[config.mk]
export PLATFORM = sky130hd
export DESIGN_NAME = jlav_div_cell
export DESIGN_NICKNAME = d
export VERILOG_FILES = /design/src/hdl/jlav_pkg.sv /design/src/hdl/jlav_div_cell.sv
export SDC_FILE = /design/constraint.sdc
export NUM_CORES = 1
export LEC_CHECK = 0
export ABC_AREA = 0
export BUFFER_PORTS_ARGS = -buffer_cell sky130_fd_sc_hd__buf_2
export CAP_MARGIN = 30
export CORE_AREA = 2 2 137 139
export DETAILED_ROUTE_END_ITERATION = 6
export DIE_AREA = 0 0 139 141
export GPL_ROUTABILITY_DRIVEN = 0
export PLACE_DENSITY_LB_ADDON = 0.15
export SKIP_CTS_REPAIR_TIMING = 1
export SLEW_MARGIN = 20
export SYNTH_ARGS = -nofsm -noshare
export SYNTH_HDL_FRONTEND = slang
export SYNTH_SLANG_ARGS = --single-unit
export TNS_END_PERCENT = 10
[constraint.sdc]
create_clock -name clk -period 3.7 [get_ports clk]
set_input_delay 0.74 -clock clk [delete_from_list [all_inputs] [get_ports clk]]
set_output_delay 0.74 -clock clk [all_outputs]
set_load 0.01 [all_outputs]
[src/hdl/jlav_pkg.sv]
// Shared types, widths and zone codes for the joint limit avoidance velocity block.
// Depends on nothing; every other file imports it.
package jlav_pkg;

  localparam int FRAC_BITS = 16;
  localparam int POS_W     = 24;
  localparam int REGION_W  = 23;
  localparam int GAIN_W    = 24;
  localparam int MAXV_W    = 23;
  localparam int CFG_W     = 24;
  localparam int CFG_IDX_W = 1;
  localparam int DIV_W     = REGION_W;
  localparam int NUM_W     = GAIN_W + FRAC_BITS;
  localparam int SUM_W     = POS_W + 1;

  localparam logic [CFG_IDX_W-1:0] REG_AVOID_GAIN   = 1'd0;
  localparam logic [CFG_IDX_W-1:0] REG_MAX_VELOCITY = 1'd1;

  localparam logic [GAIN_W-1:0] GAIN_RESET = GAIN_W'(65536);
  localparam logic [MAXV_W-1:0] MAXV_RESET = MAXV_W'(65536);

  typedef enum logic [2:0] {
    ZONE_FREE     = 3'd0,
    ZONE_BELOW_LO = 3'd1,
    ZONE_NEAR_LO  = 3'd2,
    ZONE_ABOVE_HI = 3'd3,
    ZONE_NEAR_HI  = 3'd4
  } zone_t;

  typedef struct packed {
    logic signed [POS_W-1:0] position;
    logic signed [POS_W-1:0] lower_limit;
    logic signed [POS_W-1:0] upper_limit;
    logic [REGION_W-1:0]     region_size;
  } sample_t;

  typedef struct packed {
    logic signed [POS_W-1:0] avoid_velocity;
    zone_t                   zone;
  } result_t;

  // One division lane: partial remainder and the shared numerator/quotient word.
  typedef struct packed {
    logic [DIV_W-1:0] rem;
    logic [NUM_W-1:0] nq;
    logic [DIV_W-1:0] divisor;
  } lane_t;

  typedef struct packed {
    logic  valid;
    zone_t zone;
    logic  dzero;
    lane_t lane_d;
    lane_t lane_r;
  } cell_t;

endpackage

[src/hdl/jlav_div_cell.sv]
// One restoring-division cell: settles one quotient bit in each of two lanes.
// Depends on jlav_pkg.
module jlav_div_cell import jlav_pkg::*; (
  input  logic  clk,
  input  logic  rst,
  input  logic  en,
  input  cell_t up,
  output cell_t down
);

  function automatic lane_t step(input lane_t l);
    logic [DIV_W:0] trial;
    logic           ge;
    lane_t          o;
    trial = {l.rem, l.nq[NUM_W-1]};
    ge    = trial >= {1'b0, l.divisor};
    o.divisor = l.divisor;
    o.rem     = ge ? DIV_W'(trial - {1'b0, l.divisor}) : trial[DIV_W-1:0];
    o.nq      = {l.nq[NUM_W-2:0], ge};
    return o;
  endfunction

  always_ff @(posedge clk) begin
    if (rst) begin
      down.valid <= 1'b0;
    end else if (en) begin
      down.valid <= up.valid;
    end
    if (en) begin
      down.zone   <= up.zone;
      down.dzero  <= up.dzero;
      down.lane_d <= step(up.lane_d);
      down.lane_r <= step(up.lane_r);
    end
  end

endmodule

---- Word level (Yosys, flattened, before mapping) ----
Index checks and enable logic that the tools add are counted.
storage, ports and cells
  flip-flop bits (word level) ............. 177
  bits of input ports ..................... 180
  output and inout bits ................... 177
operators by class
  $add $sub $neg .......................... 2
  order comparisons ....................... 2
  muxes and demuxes ....................... 2
operator list
  cell              count
  $ge A24 B23 Y1    2
  $mux W23          2
  $sub A23 B23 Y23  2

---- Depth between registers and ports, before layout ----
  depth after elaboration ................. 2
  depth in mapped cells ................... 11

---- Worst setup path after synthesis ----
Ideal clock, no wire load.
  path type ............................... input -> register
  start point ............................. in up[62] (netlist name)
  end point ............................... reg down[68] (netlist name) (data pin)
  data arrival time ....................... 2,740 ps
  data required time ...................... 3,440 ps
  path slack .............................. 700 ps
  stages on the path ...................... 11
  path buffers ............................ 1
  cell sequence ........................... inv_1 > ha_1 > fa_1 > nor2b_4 > o2111ai_1 > a21oi_2 > o21ai_2 > o211ai_2 > a31oi_4 > buf_12 > mux2_4
between the ends
  word-level cells in the longest chain between the ends .. 2
RTL lines
  element                                                    line                                      RTL
  from (decl)                                                jlav_div_cell.sv:7                        input cell_t up,
  $sub A23 B23 Y23 / $ge A24 B23 Y1 (equally long branches)  jlav_div_cell.sv:18, jlav_div_cell.sv:16
  $mux W23 (*)                                               jlav_div_cell.sv:18                       o.rem = ge ? DIV_W'(trial - {1'b0, l.divisor}) : trial[DIV_W-1:0];
  to (decl)                                                  jlav_div_cell.sv:8                        output cell_t down
Every way passes the cells marked *; elsewhere a longest branch is shown, timed or not.
A chain may end at the register's enable or synchronous reset.

---- Worst setup path in the final report ----
  start point ............................. in up[86] (netlist name)
  end point ............................... reg down[153] (netlist name) (data pin)
Same word-level chain as after synthesis.

==> flow_metrics.tcl <==
set metrics [dict create \
    status "finished clean" \
    grt_max_degree 61 \
    num_vias 6729 \
    worst_ep_arrival_time_ps 3080 \
    clk_pin_slew_ps 80 \
    grtUsageMet3 0.0683 \
    syn_area_um2 8690 \
    rsz0062_at_grt "false" \
    ys.flop_type "edfxtp_1" \
    total_power_mw 5.44 \
    tritoncts "yes" \
    clk_latency_ps 430 \
    top_regs "down (177)" \
    critPathMaxFanout 11 \
    met1_usage 0.268 \
    yosysWarnings 0 \
    largest-register "down" \
    place_area_um2 10800 \
    synth-edff-count 176 \
    crit_type "input port to flop" \
    crit_chain "buf_2, ha_1, fa_1, nor2b_1, o2111ai_1, nand3_1, a21oi_1, o41ai_4, buf_4, mux2_2" \
    skew_ps 0 \
    hold_slack_ps 452 \
    area_growth_pct 30.8 \
    numCtsBuffers 17 \
    final_nets 1270 \
    grt.total_usage 0.223 \
    finalHoldViolations 0 \
    synth.avg_cell_area_um2 12.9 \
    dr.pass1.iters 5 \
    tightest_slew_ps 563 \
    avgRoutedWirePerCell_um 17.3 \
    async_reset_ff_frac 0 \
    ys_seq_area_frac 0.610 \
    ys_types 62 \
    cts_sinks 177 \
    drtIter0Drc 419 \
    nFillCells 1503 \
    cp_top_family "compound AO/OA/AOI/OAI gates" \
    maxSlewViolCount 0 \
    syn_inst 675 \
    slowest_delay_ps 420 \
    max_freq_mhz 345 \
    period_share 0.783 \
    grtUsageMet2 0.386 \
    largest_reg_flops 177 \
    crit_slowest_cell "fa_1" \
    dieArea_um2 19600 \
    endpoint_kind "flop" \
    die_x_um 139 \
    setup_viol 0 \
    vdd_drop_max_mv 0.334 \
    grt_busiest_layer "met2" \
    io_buffers 356 \
    ios 357 \
    hpwl_mm 17.6 \
    die_y_um 141 \
    ant_nets 0 \
    remaining_drc_errors 0 \
    ys_ff_latch 177 \
    drt_wl_total_mm 22.4 \
    power_density_nw_per_um2 479 \
    tns_ps 0 \
    coreArea_um2 18300 \
    cts_root_buf "clkbuf_16" \
    drive_gt1_frac 0.410 \
    grt_pass1_wl_mm 34.1 \
    synthesis.nets 903 \
    min_period_ps 2900 \
    final_area_um2 11400 \
    min_path_type "input port to flop" \
    initial_core_util 0.476 \
    cts_buffer_depth 2 \
    maxSlewHeadroom 0.621 \
    fp-row-count 50 \
    drv_cap 0 \
    grt_overflow 0 \
    grt_pass1_vias 6599 \
    p_leak_nw 5.06 \
    startpoint_type "input port" \
    htreeDepth 4 \
    grt_antenna_before_repair 2 \
    crit_buf_inv 2 \
    routed_via_density 5.22 \
    worstPathRequired_ps 3880 \
]
==> cells in the mapped netlist, types with 8 or more instances <==
| cell | instances | area [µm²] |
|---|---|---|
| nor2_1 | 56 | 210 |
| xor2_1 | 17 | 149 |
| nand3_1 | 10 | 50.1 |
| nor3_1 | 8 | 40.0 |
| a211oi_1 | 9 | 67.6 |
| nand2_1 | 39 | 146 |
| a21oi_1 | 60 | 300 |
| o21a_1 | 9 | 67.6 |
| edfxtp_1 | 176 | 5290 |
| inv_1 | 54 | 203 |
| o21ai_0 | 31 | 155 |
| ha_1 | 46 | 576 |
| mux2_4 | 17 | 255 |
| xnor2_1 | 20 | 175 |
| a21o_1 | 9 | 67.6 |
==> report_power, final <==
group / internal, mW / leakage [nW] / total (mW) / switching, mW
Sequential: 2.45 / 1.73 / 2.50 / 0.0484
Clock: 0.921 / 0.295 / 1.82 / 0.900
Combinational: 0.501 / 3.03 / 1.12 / 0.623
Total: 3.87 / 5.06 / 5.44 / 1.57
==> cell families after synthesis <==
family	Yosys count	synth area share
AND/OR/NAND/NOR	152	0.0829
multiplexers	27	0.0419
XOR/XNOR	37	0.0373
flip-flops	177	0.610
adder cells (fa/ha/maj)	48	0.0708
buffers and inverters	71	0.0355
AO/OA/AOI/OAI	163	0.121
==> final cells by class <==
type,count,area (µm²),share of cell area
timing repair buffer,365,1880,0.165
inverter,54,203,0.0178
sequential,177,5310,0.467
tap,234,293,0.0258
antenna,1,2.50,0.000220
clock buffer,17,425,0.0374
clock inverter,15,179,0.0157
multi-input combinational,427,3080,0.271
==> through the flow <==
stage / setup slack [ps] / utilization / std cells
after floorplan: 700 / - / 675
after global placement: 403 / 0.589 / 1257
after detailed placement: 364 / 0.589 / 1257
after CTS: 815 / 0.622 / 1289
after global routing: 684 / 0.622 / 1290
final: 803 / 0.622 / 1290
==> worst paths after layout <==
path / slack [ps] / cells after the start / startpoint / end
setup / recovery: 800 / 10 / up[86] / down[153]
hold / removal: 450 / 2 / rst / down[176]
setup reg to reg: 3120 / 2 / down[176] / down[176]
hold reg to reg: 500 / 2 / down[176] / down[176]
==> routing by layer <==
metal | vias to the layer above | wire length [µm]
met1 | 3172 | 8810
li1 | 3250 | -
met3 | 31 | 1770
met2 | 274 | 11400
met4 | 2 | 403
met5 | - | 13
==> cells in the final DEF (no fill, tap or decap), types with 8 or more instances in the layout <==
cell type  count
a211oi_1       9
a21o_1         9
a21oi_1       60
buf_2        355
clkbuf_16     17
edfxtp_1     176
ha_1          46
inv_1         54
mux2_4        17
nand2_1       39
nand3_1       10
nor2_1        56
nor3_1         8
o21a_1         9
o21ai_0       31
xnor2_1       20
xor2_1        17
Note: power is estimated with default switching activity, not from simulation.
