**src/hdl/jlav_pkg.sv**
```systemverilog
// Shared types, widths and zone codes for the joint limit avoidance velocity block.
// Depends on nothing; every other file imports it.
package jlav_pkg;

  localparam int FRAC_BITS = 16;
  localparam int POS_W     = 24;
  localparam int REGION_W  = 23;
  localparam int GAIN_W    = 24;
  localparam int MAXV_W    = 23;
  localparam int CFG_W     = 24;
  localparam int CFG_IDX_W = 1;
  localparam int DIV_W     = REGION_W;
  localparam int NUM_W     = GAIN_W + FRAC_BITS;
  localparam int SUM_W     = POS_W + 1;

  localparam logic [CFG_IDX_W-1:0] REG_AVOID_GAIN   = 1'd0;
  localparam logic [CFG_IDX_W-1:0] REG_MAX_VELOCITY = 1'd1;

  localparam logic [GAIN_W-1:0] GAIN_RESET = GAIN_W'(65536);
  localparam logic [MAXV_W-1:0] MAXV_RESET = MAXV_W'(65536);

  typedef enum logic [2:0] {
    ZONE_FREE     = 3'd0,
    ZONE_BELOW_LO = 3'd1,
    ZONE_NEAR_LO  = 3'd2,
    ZONE_ABOVE_HI = 3'd3,
    ZONE_NEAR_HI  = 3'd4
  } zone_t;

  typedef struct packed {
    logic signed [POS_W-1:0] position;
    logic signed [POS_W-1:0] lower_limit;
    logic signed [POS_W-1:0] upper_limit;
    logic [REGION_W-1:0]     region_size;
  } sample_t;

  typedef struct packed {
    logic signed [POS_W-1:0] avoid_velocity;
    zone_t                   zone;
  } result_t;

  // One division lane: partial remainder and the shared numerator/quotient word.
  typedef struct packed {
    logic [DIV_W-1:0] rem;
    logic [NUM_W-1:0] nq;
    logic [DIV_W-1:0] divisor;
  } lane_t;

  typedef struct packed {
    logic  valid;
    zone_t zone;
    logic  dzero;
    lane_t lane_d;
    lane_t lane_r;
  } cell_t;

endpackage

```
**src/hdl/jlav_front.sv**
```systemverilog
// Input stage: classifies a sample into its zone and loads both divider lanes.
// Depends on jlav_pkg.
module jlav_front import jlav_pkg::*; (
  input  logic              clk,
  input  logic              rst,
  input  logic              en,
  input  logic              take,
  input  sample_t           sample,
  input  logic [GAIN_W-1:0] avoid_gain,
  output cell_t             stage
);

  logic signed [SUM_W-1:0] q, lo, hi, reg_s;
  logic signed [SUM_W-1:0] d_lo, d_hi, d_sel;
  logic below, near_lo, above, near_hi;
  zone_t zone;

  always_comb begin
    q     = SUM_W'(sample.position);
    lo    = SUM_W'(sample.lower_limit);
    hi    = SUM_W'(sample.upper_limit);
    reg_s = $signed({2'b00, sample.region_size});
    below   = q < lo;
    near_lo = q < (lo + reg_s);
    above   = q > hi;
    near_hi = q > (hi - reg_s);
    d_lo = q - lo;
    d_hi = hi - q;
    // The upper tests take precedence over the lower ones.
    if (above) begin
      zone = ZONE_ABOVE_HI;
    end else if (near_hi) begin
      zone = ZONE_NEAR_HI;
    end else if (below) begin
      zone = ZONE_BELOW_LO;
    end else if (near_lo) begin
      zone = ZONE_NEAR_LO;
    end else begin
      zone = ZONE_FREE;
    end
    d_sel = (zone == ZONE_NEAR_HI) ? d_hi : d_lo;
  end

  always_ff @(posedge clk) begin
    if (rst) begin
      stage.valid <= 1'b0;
    end else if (en) begin
      stage.valid <= take;
    end
    if (en) begin
      stage.zone           <= zone;
      stage.dzero          <= (d_sel == '0);
      stage.lane_d.rem     <= '0;
      stage.lane_d.nq      <= {avoid_gain, {FRAC_BITS{1'b0}}};
      stage.lane_d.divisor <= d_sel[DIV_W-1:0];
      stage.lane_r.rem     <= '0;
      stage.lane_r.nq      <= {avoid_gain, {FRAC_BITS{1'b0}}};
      stage.lane_r.divisor <= sample.region_size;
    end
  end

endmodule

```
**config.mk**
```make
export PLATFORM = sky130hd
export DESIGN_NAME = jlav_front
export DESIGN_NICKNAME = d
export VERILOG_FILES = /design/src/hdl/jlav_pkg.sv /design/src/hdl/jlav_front.sv
export SDC_FILE = /design/constraint.sdc
export NUM_CORES = 1
export LEC_CHECK = 0
export ABC_CLOCK_PERIOD_IN_PS = 5340
export BUFFER_PORTS_ARGS = -buffer_cell sky130_fd_sc_hd__buf_2
export CORE_MARGIN = 2
export CORE_UTILIZATION = 48
export DETAILED_ROUTE_END_ITERATION = 6
export PLACE_DENSITY = 0.85
export SLEW_MARGIN = 25
export SYNTH_ARGS = -nofsm -noshare
export SYNTH_HDL_FRONTEND = slang
export SYNTH_SLANG_ARGS = --single-unit
```
**constraint.sdc**
```tcl
create_clock -name clk -period 5.34 [get_ports clk]
set_input_delay 0.534 -clock clk [delete_from_list [all_inputs] [get_ports clk]]
set_output_delay 0.534 -clock clk [all_outputs]
set_load 0.02 [all_outputs]
```
# After elaboration in Yosys (flattened, before gate mapping)
# Cells that the tools add are included.
dict set report word_totals {
  ff_bits 75
  inputBits 123
  out_inout_bits 177
  word_cells 21
}
dict set report op_classes {
  n_addsub 4
  order_cmp 4
  n_eq_ne 1
  n_mux 5
  reduce_logical 1
}
# op n
set op_table {}
lappend op_table {{24-bit by 24-bit subtractor with 25-bit output} 3}
lappend op_table {{24-bit by 24-bit adder with 25-bit output} 1}
lappend op_table {{24-bit by 25-bit > comparator with 1-bit output} 1}
lappend op_table {{25-bit zero test} 1}
lappend op_table {{24-bit by 25-bit < comparator with 1-bit output} 1}
lappend op_table {{25-bit 2-to-1 mux} 1}
lappend op_table {{24-bit > comparator} 1}
lappend op_table {{24-bit < comparator} 1}
lappend op_table {{3-bit 2-to-1 mux} 2}
lappend op_table {{2-bit 2-to-1 mux} 2}
lappend op_table {{3-bit == test, second input constant} 1}

# Depth between registers and ports, before layout
dict set report depth {
  depth_word 9
  depth_mapped 26
}

# Worst setup path after synthesis
# OpenSTA, ideal clock, no wires.
dict set report synth_timing {
  path_type {in2reg}
  start {input port sample[23] (netlist name)}
  end {register stage[172] (netlist name) (data pin)}
  arrival_ns 5.270
  required_ns 5.206
  setup_slack_ns -0.064
  path_stages 26
  path_buffers 0
  cell_sequence {inv_1 -> ha_1 -> inv_1 -> fa_1 -> a21o_1 -> a21oi_1 -> nand2b_1 -> a21oi_1 -> a311o_1 -> a211oi_1 -> o21ai_0 -> o21ai_0 -> nand2b_1 -> a21oi_1 -> xor2_1 -> ha_1 -> nand3_1 -> nor4_1 -> o41a_1 -> o41ai_1 -> a21oi_1 -> nand2_1 -> inv_1 -> mux2_2 -> nand2b_1 -> and4b_1}
}
dict set report synth_via {
  elab_chain_cells 7
}
# element line
set synth_lines {}
lappend synth_lines {{start: declaration} jlav_front.sv:8} ;# input sample_t sample,
lappend synth_lines {{24-bit by 24-bit subtractor with 25-bit output} jlav_front.sv:26} ;# near_hi = q > (hi - reg_s);
lappend synth_lines {{24-bit by 25-bit > comparator with 1-bit output} jlav_front.sv:26}
lappend synth_lines {{3-bit 2-to-1 mux} jlav_front.sv:32} ;# end else if (near_hi) begin
lappend synth_lines {{3-bit 2-to-1 mux (*)} jlav_front.sv:30} ;# if (above) begin
lappend synth_lines {{net zone[2]} jlav_front.sv:16} ;# zone_t zone;
lappend synth_lines {{3-bit == test (*)} jlav_front.sv:41} ;# d_sel = (zone == ZONE_NEAR_HI) ? d_hi : d_lo;
lappend synth_lines {{25-bit 2-to-1 mux (*)} jlav_front.sv:41}
lappend synth_lines {{net d_sel[20]} jlav_front.sv:14} ;# logic signed [SUM_W-1:0] d_lo, d_hi, d_sel;
lappend synth_lines {{25-bit zero test (*)} jlav_front.sv:52} ;# stage.dzero <= (d_sel == '0);
lappend synth_lines {{end: declaration} jlav_front.sv:10} ;# output cell_t stage
# The timed path passes the listed nets; every way through them passes the cells marked *.
# A chain may end at the register's enable or synchronous reset.

# Final worst setup path
dict set report layout_timing {
  start {input port sample[23] (netlist name)}
  end {register stage[172] (netlist name) (data pin)}
}
dict set report layout_via {
  elab_chain_cells 7
}
# element line
set layout_lines {}
lappend layout_lines {{24-bit by 24-bit subtractor with 25-bit output} jlav_front.sv:26}
lappend layout_lines {{24-bit by 25-bit > comparator with 1-bit output} jlav_front.sv:26}
lappend layout_lines {{3-bit 2-to-1 mux} jlav_front.sv:32}
lappend layout_lines {{3-bit 2-to-1 mux} jlav_front.sv:30}
lappend layout_lines {{3-bit == test} jlav_front.sv:41}
lappend layout_lines {{25-bit 2-to-1 mux (*)} jlav_front.sv:41}
lappend layout_lines {{net d_sel[13]} jlav_front.sv:14}
lappend layout_lines {{25-bit zero test (*)} jlav_front.sv:52}
# Marked as above.

==> impl_summary.txt <==
----------------------------------------------------
[Global route]
  GR Util All Layers ... 24.1%
  First-pass GRT wire length ... 38.1 mm
  Leftover overflow at the end of global routing ... 0
  Antenna violations before repair ... 4
  Vias in the first global route ... 7770
  Pin count of the biggest net entering global routing ... 59

[Setup path]
  Class of the most critical setup path ... input pin to register
  Req. time, crit path ... 5.56 ns
  Largest stage delay on the critical path ... 0.38 ns
  Reg-to-reg critical path endpoint ... stage[176]$_SDFFE_PP0P_
  Startpoint of the most critical setup path ... sample[23]
  Reg2Reg Depth ... 2
  Kind of start point of the critical path ... input pin
  Register-to-register path setup slack ... 4.76 ns
  Worst-path cell with the longest stage delay ... sky130_fd_sc_hd__a311o_1
  Startpoint of the most critical register-to-register path ... stage[176]$_SDFFE_PP0P_
  CP dominant cell by count ... sky130_fd_sc_hd__a21oi_2
  Data arrival time of the critical path ... 5.23 ns
  Maximum fanout encountered on the critical timing path ... 7
  Endpoint class of the critical path ... register

[Timing]
  Max-slew violations ... 0
  Pin slew with the least headroom to its limit ... 0.915 ns
  Total negative slack ... 0 ns
  Final Hold Fails ... 0
  Slew Limit Headroom ... 38.2%
  # setup viols final ... 0
  Final Critical Period ... 5.01 ns
  Final critical-path share of the clock period ... 93.8%
  F_max ... 200 MHz
  Post-route clock skew ... 0 ns

[Pwr]
  Static leakage power ... 5.32 nW
  Power density over cell area ... 266 nW/um^2
  Worst-case vdd ir drop ... 0.000163 V

[Routing]
  Antenna-violating nets left ... 0
  1st-pass router iterations ... 6
  Detail-routed net length per standard cell ... 16.7 um
  Detailed-route vias per instance ... 5.52
  Sum of routed wire length over all layers ... 24.7 mm
  Total DRC errors in the routed layout ... 0
  Via count of the routed design ... 8179
  DRC violation total after the first TritonRoute iteration ... 441

[CTS]
  Source-to-sink clock delay at the later pin of the worst-skew pair ... 0.34 ns
  Worst-case clock buffer depth ... 2
  Total CTS buffers ... 9
  Clock transition at the registers of the reported paths ... 0.07 ns
  Clock Root Buffer ... sky130_fd_sc_hd__clkbuf_16
  Number of hold buffers added after cts ... 0
  Number of sinks driven by the clock tree ... 75
  Level count of the clock H-tree ... 3
  Clock tree from TritonCTS ... done

[Layout]
  Register name with the most flops ... stage
  Syn-to-layout area delta ... 18.8%
  Multi-input gate area in the final layout ... 5970 um^2
  Top flop regs ... stage: 75 flops
  Share of layout cells above drive strength 1 ... 25.0%
  End-of-flow core utilization ... 58.6%
  Post-layout net count ... 1515
  Number of flip-flops in the largest register ... 75
  Register cell area after layout ... 2240 um^2
  Layout filler cell count ... 1600
  Area of all placed cells without fillers ... 10600 um^2

[Yosys]
  Post-synth EDFFs ... 74
  Largest area contributor in the synthesized netlist ... sky130_fd_sc_hd__edfxtp_1
  Total of warnings raised by yosys ... 0
  Post-Synthesis Cell Area ... 8950 um^2
  Area share of the leading cell type in the synthesized netlist ... 24.8%
  Synth top area cells ... sky130_fd_sc_hd__edfxtp_1, sky130_fd_sc_hd__ha_1, sky130_fd_sc_hd__buf_4
  Count of mapped cells out of synthesis ... 1004
  Main synth FF type ... sky130_fd_sc_hd__edfxtp_1
  Most instantiated library cell after synthesis ... sky130_fd_sc_hd__ha_1
  Most used standard cells in the synthesized netlist ... sky130_fd_sc_hd__ha_1, sky130_fd_sc_hd__buf_4, sky130_fd_sc_hd__inv_1, sky130_fd_sc_hd__a21oi_1, sky130_fd_sc_hd__edfxtp_1
  Netlist cell types ... 67
  Seq/Total Area, Yosys ... 25.0%
  Average size of a mapped cell ... 8.92 um^2
  Asr flop ratio synth ... 0%
  Number of storage elements in the synthesis netlist ... 75

[Floorplanning]
  Num rows ... 49
  Horizontal extent of the die ... 141 um
  Die Footprint ... 19800 um^2
  Initial Util ... 49.3%
  Core footprint ... 18100 um^2
  Die H ... 141 um
  I/O pin count ... 300

[Worst hold path]
  End of the worst hold path ... stage[176]$_SDFFE_PP0P_
  Hold/Removal Path Class ... input pin to register
  Number of cells traversed by the worst hold path ... 2
  Hold Startpoint ... rst

[Placement]
  Placer's final routability congestion estimate ... 0.944
  Total half-perimeter wirelength after legalization and detailed placement ... 20.2 mm
  Buffers on Ports ... 221
  Total placed instance area ... 10100 um^2

[Job]
  Number of max-cap violations ... 0

[Outcome]
  Run status ... finished, final reports clean

----------------------------------------------------
-- report_power, final --
group / switching, mW / total, mW / internal (mW)
combinational: 0.781 / 1.32 / 0.542
sequential: 0.0205 / 0.765 / 0.744
clock: 0.279 / 0.738 / 0.459
total: 1.08 / 2.83 / 1.75
-- stage by stage --
step,power [mW],worst slack (ns),cells,hold WS [ns]
after floorplan,1.69,0.0586,1081,0.579
after global placement,1.99,-0.374,1458,0.469
after detailed placement,2.02,-0.512,1458,0.484
after CTS,2.77,0.00673,1474,0.327
after global routing,2.99,-0.0186,1483,0.346
final,2.83,0.329,1483,0.335
-- critical path: cells and delay by family --
| kind | cells | cell delay [ns] |
|---|---|---|
| adder cells (fa/ha/maj) | 3 | 0.78 |
| AO/OA/AOI/OAI | 11 | 1.90 |
| multiplexers | 1 | 0.36 |
| AND/OR/NAND/NOR | 8 | 1.18 |
| XOR/XNOR | 1 | 0.08 |
| buffers and inverters | 4 | 0.39 |
-- metal layers --
metal / vias to the layer above / track usage [%] / part of all wire, %
met5: - / 0 / 0
met4: 0 / 8.68 / 2.8
met3: 49 / 2.85 / 7.6
met2: 404 / 40.9 / 47
met1: 3772 / 31.9 / 43
li1: 3954 / - / -
-- final cells by class --
type | count | area share [%]
Multi-Input combinational cell | 797 | 56.1
Timing Repair Buffer | 261 | 13.3
Tap cell | 229 | 2.69
Clock inverter | 6 | 1.06
Inverter | 101 | 3.56
Sequential cell | 75 | 21.1
Clock buffer | 10 | 2.15
Antenna cell | 4 | 0.0941
-- layout by cell type, fill, tap and decap left out, types with 18 or more instances in the layout --
master                     count
sky130_fd_sc_hd__nor2_1       41
sky130_fd_sc_hd__nand2b_1     18
sky130_fd_sc_hd__xnor2_1      46
sky130_fd_sc_hd__conb_1       78
sky130_fd_sc_hd__buf_2       220
sky130_fd_sc_hd__buf_4        40
sky130_fd_sc_hd__ha_1        142
sky130_fd_sc_hd__xor2_1       32
sky130_fd_sc_hd__nand3_1      21
sky130_fd_sc_hd__a21oi_1      71
sky130_fd_sc_hd__o21ai_0      44
sky130_fd_sc_hd__inv_1        99
sky130_fd_sc_hd__a21o_1       35
sky130_fd_sc_hd__nand2_1      48
sky130_fd_sc_hd__edfxtp_1     74
-- how the worst max path moves through the flow --
stage,end,slack (ns),cells after the start
2_1_floorplan,stage[172]$_DFFE_PP_,0.06,26
3_3_place_gp,stage[172]$_DFFE_PP_,-0.37,28
3_5_place_dp,stage[172]$_DFFE_PP_,-0.51,28
4_1_cts,stage[172]$_DFFE_PP_,0.007,28
5_1_grt,stage[172]$_DFFE_PP_,-0.02,28
6_report,stage[172]$_DFFE_PP_,0.33,28
-- kinds of logic (layout without fill, tap and decap cells) --
| kind of cell | Yosys count | count (layout) | synth area share [%] |
|---|---|---|---|
| DFF | 75 | 75 | 25.0 |
| AOI/OAI and AO/OA | 258 | 258 | 18.6 |
| buffers and inverters | 209 | 378 | 13.1 |
| adders and majority gates | 147 | 147 | 20.9 |
| xor gates and xnor gates | 78 | 78 | 7.63 |
| other | 1 | 82 | 0.0419 |
| and+or+nand+nor | 217 | 217 | 12.5 |
| muxes | 19 | 19 | 2.24 |
-- what timing repair did --
action | in CTS | in global routing
resized for setup | 3 | 28
setup buffers | 0 | 5
endpoints found under the setup margin | 3 | 21
cloned | 0 | 0
pin swaps | 1 | 16
Note: power is estimated with default switching activity, not from simulation.
