File: src/hdl/jlav_pkg.sv
// Shared types, widths and zone codes for the joint limit avoidance velocity block.
// Depends on nothing; every other file imports it.
package jlav_pkg;

  localparam int FRAC_BITS = 16;
  localparam int POS_W     = 24;
  localparam int REGION_W  = 23;
  localparam int GAIN_W    = 24;
  localparam int MAXV_W    = 23;
  localparam int CFG_W     = 24;
  localparam int CFG_IDX_W = 1;
  localparam int DIV_W     = REGION_W;
  localparam int NUM_W     = GAIN_W + FRAC_BITS;
  localparam int SUM_W     = POS_W + 1;

  localparam logic [CFG_IDX_W-1:0] REG_AVOID_GAIN   = 1'd0;
  localparam logic [CFG_IDX_W-1:0] REG_MAX_VELOCITY = 1'd1;

  localparam logic [GAIN_W-1:0] GAIN_RESET = GAIN_W'(65536);
  localparam logic [MAXV_W-1:0] MAXV_RESET = MAXV_W'(65536);

  typedef enum logic [2:0] {
    ZONE_FREE     = 3'd0,
    ZONE_BELOW_LO = 3'd1,
    ZONE_NEAR_LO  = 3'd2,
    ZONE_ABOVE_HI = 3'd3,
    ZONE_NEAR_HI  = 3'd4
  } zone_t;

  typedef struct packed {
    logic signed [POS_W-1:0] position;
    logic signed [POS_W-1:0] lower_limit;
    logic signed [POS_W-1:0] upper_limit;
    logic [REGION_W-1:0]     region_size;
  } sample_t;

  typedef struct packed {
    logic signed [POS_W-1:0] avoid_velocity;
    zone_t                   zone;
  } result_t;

  // One division lane: partial remainder and the shared numerator/quotient word.
  typedef struct packed {
    logic [DIV_W-1:0] rem;
    logic [NUM_W-1:0] nq;
    logic [DIV_W-1:0] divisor;
  } lane_t;

  typedef struct packed {
    logic  valid;
    zone_t zone;
    logic  dzero;
    lane_t lane_d;
    lane_t lane_r;
  } cell_t;

endpackage

File: src/hdl/jlav_back.sv
// Output stage: takes the two quotients, clamps the difference and signs it by zone.
// Depends on jlav_pkg.
module jlav_back import jlav_pkg::*; (
  input  logic              clk,
  input  logic              rst,
  input  logic              en,
  input  cell_t             last,
  input  logic [MAXV_W-1:0] max_velocity,
  output logic              result_valid,
  output result_t           result
);

  logic [NUM_W-1:0]        diff;
  logic [MAXV_W-1:0]       mag;
  logic signed [POS_W-1:0] pos_max, pos_mag, vel;

  always_comb begin
    // Distance is below the region, so the distance quotient is never the smaller one.
    diff = last.lane_d.nq - last.lane_r.nq;
    if (last.dzero || (diff > NUM_W'(max_velocity))) begin
      mag = max_velocity;
    end else begin
      mag = diff[MAXV_W-1:0];
    end
    pos_max = $signed({1'b0, max_velocity});
    pos_mag = $signed({1'b0, mag});
    case (last.zone)
      ZONE_BELOW_LO: vel = pos_max;
      ZONE_NEAR_LO:  vel = pos_mag;
      ZONE_ABOVE_HI: vel = -pos_max;
      ZONE_NEAR_HI:  vel = -pos_mag;
      default:       vel = '0;
    endcase
  end

  always_ff @(posedge clk) begin
    if (rst) begin
      result_valid <= 1'b0;
    end else if (en) begin
      result_valid <= last.valid;
    end
    if (en) begin
      result.avoid_velocity <= vel;
      result.zone           <= last.zone;
    end
  end

endmodule

File: config.mk
export PLATFORM = sky130hd
export DESIGN_NAME = jlav_back
export DESIGN_NICKNAME = d
export VERILOG_FILES = /design/src/hdl/jlav_pkg.sv /design/src/hdl/jlav_back.sv
export SDC_FILE = /design/constraint.sdc
export NUM_CORES = 1
export LEC_CHECK = 0
export ABC_AREA = 1
export ABC_CLOCK_PERIOD_IN_PS = 6500
export BUFFER_PORTS_ARGS = -buffer_cell sky130_fd_sc_hd__buf_2
export CELL_PAD_IN_SITES_DETAIL_PLACEMENT = 0
export CELL_PAD_IN_SITES_GLOBAL_PLACEMENT = 2
export CORE_MARGIN = 2
export CORE_UTILIZATION = 25
export CTS_CLUSTER_SIZE = 10
export DETAILED_ROUTE_END_ITERATION = 8
export GPL_ROUTABILITY_DRIVEN = 0
export GPL_TIMING_DRIVEN = 0
export PLACE_DENSITY_LB_ADDON = 0.12
export REMOVE_ABC_BUFFERS = 1
export SYNTH_ARGS = -nofsm -noshare
export SYNTH_HDL_FRONTEND = slang
export SYNTH_SLANG_ARGS = --single-unit
File: constraint.sdc
create_clock -name clk -period 6.5 [get_ports clk]
set_input_delay 0.325 -clock clk [delete_from_list [all_inputs] [get_ports clk]]
set_output_delay 0.325 -clock clk [all_outputs]
set_load 0.03 [all_outputs]
=== Yosys cells after proc, flatten, opt, wreduce, memory -nomap -nowiden ===
Index checks and enable logic that the tools add are counted.

* Add/subtract/negate cells: 3
* Eq/ne operators: 4
* Reduce and logical (&&, ||, !) cells: 1
* Magnitude comparators: 1
* Muxes and demuxes: 2

{| class="wikitable"
|+ Operators with widths
! kind !! count
|-
| case mux 24 bit (4 select lines) || 1
|-
| negator 23 -> 24 bit || 2
|-
| greater-than comparator 40 x 23 -> 1 bit || 1
|-
| subtractor 40 bit || 1
|-
| 2-to-1 mux 23 bit || 1
|-
| == test 3 x 2 -> 1 bit (second input constant) || 2
|-
| == test 3 x 1 -> 1 bit (second input constant) || 1
|-
| == test 3 bit (second input constant) || 1
|-
| logical OR 1 bit || 1
|}

* Flip-flop bits (word level): 28
* Output and inout bits: 28
* Bits of input ports: 203
* Word-level logic and storage cells: 14

=== Depth between registers and ports, before layout ===
Gate-level depths: netlist (run 1).

* Depth in word-level cells: 6
* Mapped depth: 40
* Gate-level depth less buffers: 39

=== Worst setup path after synthesis (run 1) ===
No wires, ideal clock.

* Path type: input port to flip-flop
* Start: in last[109] (netlist bit)
* End: reg result[15] (netlist bit), data pin
* Arrival: 4,033 ps
* Buffers on the path: 1
* Stages on the path: 38
* Library setup time: 266 ps
* Slack: 2,201 ps
* Data required time: 6,234 ps
* Cells stage by stage: inv_1 -> ha_1 -> inv_1 -> fa_1 -> nand3_1 -> nor2_1 -> or2_1 -> xnor2_1 -> inv_1 -> ha_1 -> nand2_1 -> nor2_1 -> nor2_1 -> nand2_1 -> nand2_1 -> nand2_1 -> nand2_1 -> nand2_1 -> [... 2 more ...] -> nand2_1 -> nand2_1 -> nand2_1 -> nand2_1 -> nor2_4 -> nand2_4 -> buf_6 -> nand2_1 -> o21ai_2 -> inv_1 -> ha_1 -> inv_1 -> nor2_1 -> nand3_1 -> nor2_4 -> nand2_1 -> nor2_1 -> o21ai_1

* Word-level cells in the longest chain between the ends: 6

{| class="wikitable"
|+ RTL lines
! element !! line !! RTL
|-
| start: declaration || jlav_back.sv:7 || <nowiki>input cell_t last,</nowiki>
|-
| subtractor 40 bit * || jlav_back.sv:19 || <nowiki>diff = last.lane_d.nq - last.lane_r.nq;</nowiki>
|-
| greater-than comparator 40 x 23 -> 1 bit || jlav_back.sv:20 || <nowiki>if (last.dzero || (diff > NUM_W'(max_velocity))) begin</nowiki>
|-
| logical OR 1 bit || jlav_back.sv:20 ||
|-
| 2-to-1 mux 23 bit * || jlav_back.sv:20 ||
|-
| negator 23 -> 24 bit || jlav_back.sv:31 || <nowiki>ZONE_NEAR_HI: vel = -pos_mag;</nowiki>
|-
| case mux 24 bit (4 select lines) * || jlav_back.sv:27 || <nowiki>case (last.zone)</nowiki>
|-
| via vel[12] || jlav_back.sv:15 || <nowiki>logic signed [POS_W-1:0] pos_max, pos_mag, vel;</nowiki>
|-
| end: declaration || jlav_back.sv:10 || <nowiki>output result_t result</nowiki>
|}

Mark *: on every way through the listed nets, which the timed path passes. The rest lies on a longest branch.
A chain may end at the register's enable or synchronous reset.

=== Worst setup path after layout (run 1) ===
Same ends and word-level chain as after synthesis.

==> qor.tcl, run 1 <==
set qor(max_slew.worst_pin.slew_ps) 1072
set qor(syn_to_final_growth_pct) 16.39
set qor(cts.hold.buffers_added) 0
set qor(syn_avg_cell_area_um2) 5.496
set qor(worst_hold_class) {input pin to flop}
set qor(post-route-period-util_pct) 89.47
set qor(whs_path_depth) 2
set qor(power.leakage_uw) 0.004625
set qor(hold_violations) 0
set qor(yosysUniqueCellTypes) 51
set qor(nets) 1672
set qor(top_cells_by_instance_count_after_synthesis) {428 x sky130_fd_sc_hd__nand2_1, 237 x sky130_fd_sc_hd__inv_1, 114 x sky130_fd_sc_hd__nor2_1, 99 x sky130_fd_sc_hd__nand3_1, 64 x sky130_fd_sc_hd__ha_1}
set qor(r2r_path_start) {result_valid$_SDFFE_PP0P_}
set qor(cp.required_ps) 6600
set qor(clock_skew_ps) 0
set qor(first_pass_iters) 5
set qor(postLayoutCellArea_um2) 8182
set qor(routedWlPerCell_um) 14.62
set qor(post_cts.repair.setup_buffers) 0
set qor(numClockSinks) 28
set qor(setup_viol) 0
set qor(number_of_cells_on_the_worst_reg_to_reg_path) 2
set qor(cts_max_level) 1
set qor(synth_enable_flop_cells) 27
set qor(synth_warnings) 0
set qor(outcome) {complete, no violations}
set qor(fin_setup_tns_ps) 0
set qor(numPortBuffers) 138
set qor(yosys_register_bits) 28
set qor(core_area_um2) 27710
set qor(max-clock-path-buffers) 2
set qor(hold_slack_ps) 206.3
set qor(layout_min_cycle_time_ps) 5815
set qor(worst_setup_path_end_kind) {flop}
set qor(cts_root_buffer) {sky130_fd_sc_hd__clkbuf_16}
set qor(number_of_antenna_violations_at_the_first_check_in_global_routing) 0
set qor(setup.worst_path.start) {last[109]}
set qor(asyncSetResetFlopFracSynth_pct) 0
set qor(holdCritStartpoint) {rst}
set qor(drtIter0Drc) 356
set qor(clock_transition_at_the_registers_of_the_reported_paths_ps) 60
set qor(row_count) 61
set qor(die-area_um2) 29470
set qor(place_ws_ps) 343.5
set qor(setup_slack_reg_to_reg_ps) 5920
set qor(post_synth_main_area_contributors) {sky130_fd_sc_hd__nand2_1 23%, sky130_fd_sc_hd__inv_1 13%, sky130_fd_sc_hd__edfxtp_1 12%}
set qor(grt_start_max_net_pins) 29
set qor(insertedDiodeCount) 0
set qor(final_core_utilization_pct) 29.53
set qor(detailroute.via_count) 7895
set qor(cellPowerDensity_nw_per_um2) 122.1
set qor(critPathArrivalTime_ps) 5910
set qor(floorplan.initialDensity_pct) 25.37
set qor(chipHeight_um) 171.7
set qor(cap_violations) 0
set qor(totalWireLength_um) 26030
set qor(post_synth_top_area_share_pct) 22.86
set qor(post-synth-top-area-cell) {sky130_fd_sc_hd__nand2_1}
set qor(regToRegEndpoint) {result_valid$_SDFFE_PP0P_}
set qor(die_width_um) 171.7
set qor(route.detailed.vias_per_inst) 4.433
set qor(cts_tree) {done}
set qor(cts_resized) 0
set qor(insertion_delay_ps) 260
set qor(post-route-drc-count) 0
set qor(synth_top_flop_cell) {sky130_fd_sc_hd__edfxtp_1}
set qor(critical_path.startpoint_type) {input pin}
set qor(grt.total_usage_pct) 17.80
set qor(max-slew-margin-rel_pct) 28.51
set qor(synth_most_common_cell) {sky130_fd_sc_hd__nand2_1}
set qor(ir_worst_vdd_mv) 0.07613
set qor(postRouteAntennaNets) 0
set qor(top_level_ports) 231
set qor(cts-buffers-inserted) 3
set qor(final_max_slew_viol_count) 0
set qor(syn-instance-count) 1279
set qor(endpoint_worst_hold) {result_valid$_SDFFE_PP0P_}
set qor(grt.overflow.total) 0
set qor(first_pass_grt_wire_length_um) 41390
set qor(final_layout_size_suffix_gt1_share_pct) 14.97
set qor(placed_cell_area_um2) 8103
set qor(timing.fmax_mhz) 172.0
set qor(rsz0062_at_grt) {false}
set qor(timing.critical_path.fanout_max) 22
set qor(netlist_area_um2) 7029
set qor(fillCellCount) 3287
set qor(hpwlAfterDp_um) 23240
set qor(grt_pass1_vias) 7693
set qor(worst_slack_ps) 684.6
set qor(synth_sequential_area_ratio_pct) 11.82
set qor(kind_of_critical_path) {input pin to flop}
## routing by layer
layer | wire (µm) | up-vias | track usage (%)
met5 | 0 | - | 0
met1 | 12800 | 3415 | 24.25
li1 | - | 4311 | -
met4 | 214 | 0 | 2.321
met3 | 736 | 11 | 0.4602
met2 | 12280 | 158 | 31.99
## area by class of cell
| class | count | area [µm²] | share of cell area, % |
|---|---|---|---|
| inverter | 245 | 919.6 | 11.24 |
| clock buffer | 3 | 75.07 | 0.9176 |
| tap | 378 | 473.0 | 5.781 |
| sequential | 28 | 830.8 | 10.15 |
| timing repair buffer | 140 | 713.2 | 8.717 |
| clock inverter | 1 | 3.754 | 0.04588 |
| multi-input combinational | 986 | 5166 | 63.14 |
## cell usage in the layout (no fill, tap or decap), types with 6 or more instances in the layout
master and instances:
sky130_fd_sc_hd__nand2_1 428, sky130_fd_sc_hd__buf_2 138, sky130_fd_sc_hd__nor2_1 114, sky130_fd_sc_hd__a22oi_1 7, sky130_fd_sc_hd__inv_2 7, sky130_fd_sc_hd__o21bai_1 10
sky130_fd_sc_hd__nor3_1 11, sky130_fd_sc_hd__edfxtp_1 27, sky130_fd_sc_hd__a21oi_1 61, sky130_fd_sc_hd__inv_1 237, sky130_fd_sc_hd__nand4_1 36, sky130_fd_sc_hd__o21ai_1 6
sky130_fd_sc_hd__nand2_2 21, sky130_fd_sc_hd__nor2_2 15, sky130_fd_sc_hd__ha_1 64, sky130_fd_sc_hd__nand3_1 99, sky130_fd_sc_hd__o21ai_0 36, sky130_fd_sc_hd__nand3_2 6
sky130_fd_sc_hd__xor2_1 19
## worst max-delay path, stage by stage
cell and delay (ps):
sky130_fd_sc_hd__buf_2 90, sky130_fd_sc_hd__inv_1 40, sky130_fd_sc_hd__ha_1 130, sky130_fd_sc_hd__inv_1 60, sky130_fd_sc_hd__fa_1 400, sky130_fd_sc_hd__nand3_1 140
sky130_fd_sc_hd__nand3_1 180, sky130_fd_sc_hd__nand3_1 130, sky130_fd_sc_hd__nand3_2 140, sky130_fd_sc_hd__nand2_1 90, sky130_fd_sc_hd__nand2_1 110, sky130_fd_sc_hd__xor2_1 380
sky130_fd_sc_hd__ha_1 180, sky130_fd_sc_hd__nand2_1 130, sky130_fd_sc_hd__nor3_1 340, sky130_fd_sc_hd__nand4_1 280, sky130_fd_sc_hd__a21oi_2 870, sky130_fd_sc_hd__nand3_2 580
sky130_fd_sc_hd__nand2_1 220, sky130_fd_sc_hd__nand2_2 110, sky130_fd_sc_hd__ha_1 240, sky130_fd_sc_hd__inv_1 60, sky130_fd_sc_hd__nor2_1 60, sky130_fd_sc_hd__nand3_1 200
sky130_fd_sc_hd__nor2_4 90, sky130_fd_sc_hd__nand2_1 90, sky130_fd_sc_hd__nor2_1 40, sky130_fd_sc_hd__o21ai_1 190
## registers in the layout, summed over array words and instances, names as in the netlist
name          cells
result_valid      1
result           27
## report_power, final
part | switching, µW | leakage [µW] | internal, µW
Clock | 57.0 | 0.0000385 | 82.5
Sequential | 3.01 | 0.000269 | 217
Combinational | 431 | 0.00432 | 208
## logic make-up after synthesis
kind of cell               count (synthesis)  synth area share [%]
and+or+nand+nor                          751                 46.51
buffers and inverters                    265                 14.83
AOI/OAI and AO/OA                        146                 12.16
adders and majority gates                 65                 11.68
DFF                                       28                 11.82
xor gates and xnor gates                  23                 2.866
muxes                                      1                0.1424
## worst max-delay path by stage
stage	to	slack, ps	cells past startpoint
after floorplan	result[21]$_DFFE_PP_	1910	35
after global placement	result[21]$_DFFE_PP_	300	28
after detailed placement	result[21]$_DFFE_PP_	340	29
final	result[15]$_DFFE_PP_	680	28
after global routing	result[9]$_DFFE_PP_	190	27
after CTS	result[21]$_DFFE_PP_	610	29
## stage by stage
stage | std cells | power [µW]
2_1_floorplan | 1259 | 657.8
3_3_place_gp | 1775 | 868.8
3_5_place_dp | 1777 | 870.4
4_1_cts | 1781 | 1013
5_1_grt | 1781 | 1107
6_report | 1781 | 998.8
(Power assumes the default switching activity.)
==> inputs of run 2 (changes only) <==
ABC_CLOCK_PERIOD_IN_PS = 7400   (was 6500)
CORE_UTILIZATION = 27   (was 25)
SKIP_LAST_GASP = 1   (was default)
clock period = 7.4 ns   (was 6.5 ns; I/O delays follow)
==> run 2 against run 1 <==
Compared with the run above: register-to-register slack better by 900 ps; critical path depth up 1; clock-buffer cell count unchanged; first-iteration DRC count up 9.8%; sequential share of layout area up 0.067 points; flip-flop and latch count unchanged; non-clock buffer count unchanged; final area down 0.66%; total power down 12%; largest cell class unchanged.
==> qor.tcl, run 2 (same netlist as run 1, synthesis figures left out) <==
set qor(row_count) 59
set qor(insertedDiodeCount) 0
set qor(syn_to_final_growth_pct) 15.63
set qor(layout_common_cells) {428 x sky130_fd_sc_hd__nand2_1, 237 x sky130_fd_sc_hd__inv_1, 138 x sky130_fd_sc_hd__buf_2, 114 x sky130_fd_sc_hd__nor2_1, 99 x sky130_fd_sc_hd__nand3_1}
set qor(timing.critical_path.fanout_max) 22
set qor(grt.total_usage_pct) 19.33
set qor(clock_transition_at_the_registers_of_the_reported_paths_ps) 70
set qor(setup_slack_reg_to_reg_ps) 6820
set qor(power.leakage_uw) 0.004625
set qor(max-clock-path-buffers) 2
set qor(cellPowerDensity_nw_per_um2) 108.4
set qor(numClockSinks) 28
set qor(hpwlAfterDp_um) 22900
set qor(highest-signal-layer) {met4}
set qor(timing.fmax_mhz) 171.2
set qor(first_pass_iters) 5
set qor(met3_wirelength_um) 833
set qor(number_of_cells_on_the_worst_reg_to_reg_path) 2
set qor(post-route-period-util_pct) 78.94
set qor(critPathArrivalTime_ps) 5860
set qor(cp.required_ps) 7420
set qor(largest_register) {result}
set qor(chipHeight_um) 165.4
set qor(postLayoutCellArea_um2) 8128
set qor(cts_max_level) 1
set qor(clock_skew_ps) 0
set qor(first_pass_grt_wire_length_um) 41770
set qor(ir_worst_vdd_mv) 0.1332
set qor(final_layout_size_suffix_gt1_share_pct) 14.97
set qor(number_of_antenna_violations_at_the_first_check_in_global_routing) 0
set qor(grt.overflow.total) 0
set qor(worst_hold_class) {input pin to flop}
set qor(core_area_um2) 25840
set qor(max_reg_flops) 27
set qor(wl_met2_um) 12230
set qor(final_max_slew_viol_count) 0
set qor(whs_path_depth) 2
set qor(post-route-drc-count) 0
set qor(setup_viol) 0
set qor(wl_met1_um) 12410
set qor(floorplan.initialDensity_pct) 27.21
set qor(drtIter0Drc) 391
set qor(max-slew-margin-rel_pct) 24.66
set qor(max_stage_delay_ps) 860
set qor(grt_pass1_vias) 7891
set qor(max_slew.worst_pin.slew_ps) 1126
set qor(cts_resized) 0
set qor(nets) 1672
set qor(numPortBuffers) 138
set qor(routedWlPerCell_um) 14.92
set qor(cts.hold.buffers_added) 0
set qor(die-area_um2) 27340
set qor(route.detailed.vias_per_inst) 4.655
set qor(fin_setup_tns_ps) 0
set qor(outcome) {complete, no violations}
set qor(grt_start_max_net_pins) 29
set qor(rsz0062_at_grt) {false}
set qor(critical_path.startpoint_type) {input pin}
set qor(postRouteAntennaNets) 0
set qor(hold_violations) 0
set qor(placed_cell_area_um2) 8049
set qor(die_width_um) 165.4
set qor(kind_of_critical_path) {input pin to flop}
set qor(post_cts.repair.setup_buffers) 0
set qor(detailroute.via_count) 8090
set qor(critical-path-slowest-cell) {sky130_fd_sc_hd__a21oi_2}
set qor(top_level_ports) 231
set qor(cts_tree) {done}
set qor(layout_min_cycle_time_ps) 5841
set qor(totalWireLength_um) 25940
set qor(cts-buffers-inserted) 3
set qor(fillCellCount) 3061
set qor(insertion_delay_ps) 270
set qor(layout_commonest_cell) {sky130_fd_sc_hd__nand2_1}
set qor(worst_setup_path_end_kind) {flop}
set qor(cap_violations) 0
set qor(cts_root_buffer) {sky130_fd_sc_hd__clkbuf_16}
set qor(reg.largest.list) {result (27), result_valid (1)}
[run 2: through the flow]
step | hold slack (ps) | std cells | util, % | power (µW) | worst slack (ps)
after global placement | 470.3 | 1732 | 31.03 | 761.2 | 1203
after global routing | 254.0 | 1738 | 31.46 | 972.9 | 1194
after CTS | 247.1 | 1738 | 31.46 | 891.5 | 1483
final | 250.3 | 1738 | 31.46 | 881.3 | 1559
after floorplan | 442.4 | 1259 | - | 577.8 | 2769
after detailed placement | 488.6 | 1734 | 31.15 | 763.5 | 1191
[run 2: path summary, 6_finish.rpt]
path / startpoint / to
worst min-delay path: rst / result_valid$_SDFFE_PP0P_
worst min register to register: result_valid$_SDFFE_PP0P_ / result_valid$_SDFFE_PP0P_
worst max-delay path: last[109] / result[21]$_DFFE_PP_
worst max register to register: result_valid$_SDFFE_PP0P_ / result_valid$_SDFFE_PP0P_
[run 2: area by class of cell]
type / instances / area [µm²] / area share [%]
Sequential cell: 28 / 830.8 / 10.22
Clock buffer: 3 / 75.07 / 0.9236
Multi-Input combinational cell: 986 / 5166 / 63.56
Clock inverter: 1 / 3.754 / 0.04618
Tap cell: 335 / 419.2 / 5.157
Inverter: 245 / 919.6 / 11.31
Timing Repair Buffer: 140 / 713.2 / 8.775
[run 2: power by group]
group          total [µW]  switching (µW)  internal (µW)
Clock                 125            52.1           72.6
Sequential            194            2.83            191
Combinational         563             380            183
[run 2: worst max-delay path, delay by kind of cell]
kind            cells  cell delay (ps)
fa+ha+maj           4              960
simple gates       19             3010
buf+inv             4              240
compound gates      1              860
xor+xnor            1              390
[run 2: metal layers]
metal | track usage (%) | vias up
met3 | 0.3996 | 19
met1 | 26.07 | 3551
met2 | 34.43 | 207
met5 | 0 | -
met4 | 4.271 | 0
li1 | - | 4313
==> inputs of run 3 (changes only) <==
ABC_CLOCK_PERIOD_IN_PS = 5200   (was 7400)
CORE_UTILIZATION = 23   (was 27)
clock period = 5.2 ns   (was 7.4 ns; I/O delays follow)
==> run 3 against run 2 <==
Compared with the run above: register-to-register slack got worse by 2200 ps; sequential power increased by 42%; wire length increased by 4.5%; total power increased by 45%; cell count increased by 3.7%; final area increased by 3.6%; critical path depth unchanged; clock-buffer cell count unchanged; via count decreased by 0.38%; clock power increased by 39%.
==> qor.tcl, run 3 (same netlist as run 1, synthesis figures left out) <==
set qor(critical_path.startpoint_type) {input pin}
set qor(hold_violations) 0
set qor(max-slew-margin-rel_pct) 31.54
set qor(die-area_um2) 31980
set qor(final_max_slew_viol_count) 0
set qor(final_layout_size_suffix_gt1_share_pct) 17.13
set qor(grt.met2_usage_pct) 30.27
set qor(reg.largest.list) {result (27), result_valid (1)}
set qor(nets) 1676
set qor(kind_of_critical_path) {input pin to flop}
set qor(setup.worst_path.start) {last[109]}
set qor(routedWlPerCell_um) 15.03
set qor(post-route-drc-count) 0
set qor(grt_start_max_net_pins) 29
set qor(cts_tree) {done}
set qor(first_pass_iters) 5
set qor(cellPowerDensity_nw_per_um2) 151.9
set qor(hold_slack_ps) 141.4
set qor(setup_slack_reg_to_reg_ps) 4630
set qor(clock_skew_ps) 0
set qor(layout_min_cycle_time_ps) 4838
set qor(cts_max_level) 1
set qor(floorplan.initialDensity_pct) 23.16
set qor(core_area_um2) 30350
set qor(placed_cell_area_um2) 8122
set qor(grt.overflow.total) 0
set qor(first_pass_grt_wire_length_um) 42830
set qor(layout_common_cells) {427 x sky130_fd_sc_hd__nand2_1, 237 x sky130_fd_sc_hd__inv_1, 138 x sky130_fd_sc_hd__buf_2, 112 x sky130_fd_sc_hd__nor2_1, 97 x sky130_fd_sc_hd__nand3_1}
set qor(r2r_path_start) {result_valid$_SDFFE_PP0P_}
set qor(ir_worst_vdd_mv) 0.07452
set qor(regToRegEndpoint) {result_valid$_SDFFE_PP0P_}
set qor(max_stage_delay_ps) 410
set qor(chipHeight_um) 178.8
set qor(die_width_um) 178.8
set qor(cp.required_ps) 5210
set qor(row_count) 64
set qor(postLayoutCellArea_um2) 8422
set qor(max-clock-path-buffers) 2
set qor(setup_viol) 0
set qor(cts.hold.buffers_added) 0
set qor(postRouteAntennaNets) 0
set qor(globalRoute.busiestLayer) {met2}
set qor(layout_commonest_cell) {sky130_fd_sc_hd__nand2_1}
set qor(numPortBuffers) 138
set qor(cts-buffers-inserted) 3
set qor(outcome) {complete, no violations}
set qor(insertedDiodeCount) 0
set qor(max_reg_flops) 27
set qor(route.detailed.vias_per_inst) 4.470
set qor(clock_transition_at_the_registers_of_the_reported_paths_ps) 60
set qor(post-route-period-util_pct) 93.04
set qor(grt.met3_usage_pct) 0.3181
set qor(number_of_antenna_violations_at_the_first_check_in_global_routing) 0
set qor(totalWireLength_um) 27100
set qor(detailroute.via_count) 8059
set qor(max_slew.worst_pin.slew_ps) 1023
set qor(cell_type_with_the_highest_occurrence_count_on_the_critical_path) {sky130_fd_sc_hd__nand2_1}
set qor(cts_root_buffer) {sky130_fd_sc_hd__clkbuf_16}
set qor(numClockSinks) 28
set qor(insertion_delay_ps) 260
set qor(power.leakage_uw) 0.004643
set qor(critPathArrivalTime_ps) 4850
set qor(critical-path-slowest-cell) {sky130_fd_sc_hd__ha_1}
set qor(top_level_ports) 231
set qor(worst_setup_path_end_kind) {flop}
set qor(timing.fmax_mhz) 206.7
set qor(syn_to_final_growth_pct) 19.81
set qor(number_of_cells_on_the_worst_reg_to_reg_path) 2
set qor(worst_hold_class) {input pin to flop}
set qor(cap_violations) 0
set qor(grt.total_usage_pct) 17.02
set qor(grt_pass1_vias) 7832
set qor(m1_gr_usage_pct) 23.50
set qor(fillCellCount) 3581
set qor(drtIter0Drc) 354
set qor(hpwlAfterDp_um) 23940
set qor(timing.critical_path.to) {result[19]$_DFFE_PP_}
set qor(largest_register) {result}
set qor(timing.critical_path.fanout_max) 22
-- run 3: metrics by stage --
stage | setup slack [ps] | utilization [%] | setup TNS (ps) | total power (µW) | std cells
CTS | 72.23 | 27.25 | 0 | 1280 | 1803
global placement | -1032 | 26.67 | -19290 | 1091 | 1793
detailed placement | -990.0 | 26.76 | -18360 | 1093 | 1795
global route | -5.077 | 27.75 | -5.077 | 1419 | 1803
floorplan | 678.9 | - | 0 | 822.2 | 1259
finish | 361.8 | 27.75 | 0 | 1279 | 1803
-- run 3: timing repair --
item,in CTS,in global routing
setup buffers,3,0
gates resized for setup,6,28
cloned,1,0
endpoints found under the setup margin,23,13
pin swaps,3,1
-- run 3: area by class of cell --
cell class	instances	area (µm²)	share of cell area [%]
multi-input combinational	987	5365	63.71
timing repair buffer	143	732.0	8.691
clock inverter	1	3.754	0.04457
tap	396	495.5	5.883
sequential	28	830.8	9.865
inverter	245	919.6	10.92
clock buffer	3	75.07	0.8914
-- run 3: routing by layer --
metal / vias up / wire [µm] / part of all wire (%)
li1: 4322 / - / -
met1: 3579 / 13250 / 49
met2: 147 / 12990 / 48
met3: 11 / 659 / 2.4
met4: 0 / 189 / 0.70
met5: - / 0 / 0
-- run 3: power breakdown --
part,internal (µW),switching (µW),total [µW]
clock,103,70.6,174
combinational,273,557,830
sequential,272,3.67,275
total,648,631,1280
-- run 3: worst min path at each step --
stage	start	end	slack, ps	cells past startpoint
floorplan	rst	result_valid$_SDFFE_PP0P_	330	1
global placement	rst	result_valid$_SDFFE_PP0P_	420	2
detailed placement	rst	result_valid$_SDFFE_PP0P_	420	2
CTS	rst	result_valid$_SDFFE_PP0P_	140	2
global route	rst	result_valid$_SDFFE_PP0P_	140	2
finish	rst	result_valid$_SDFFE_PP0P_	140	2
-- run 3: worst max-delay path, delay by kind of cell --
family          cells  cell delay (ps)
compound gates      1              380
xor+xnor            1              230
fa+ha+maj           4             1180
buf+inv             5              470
simple gates       18             2270
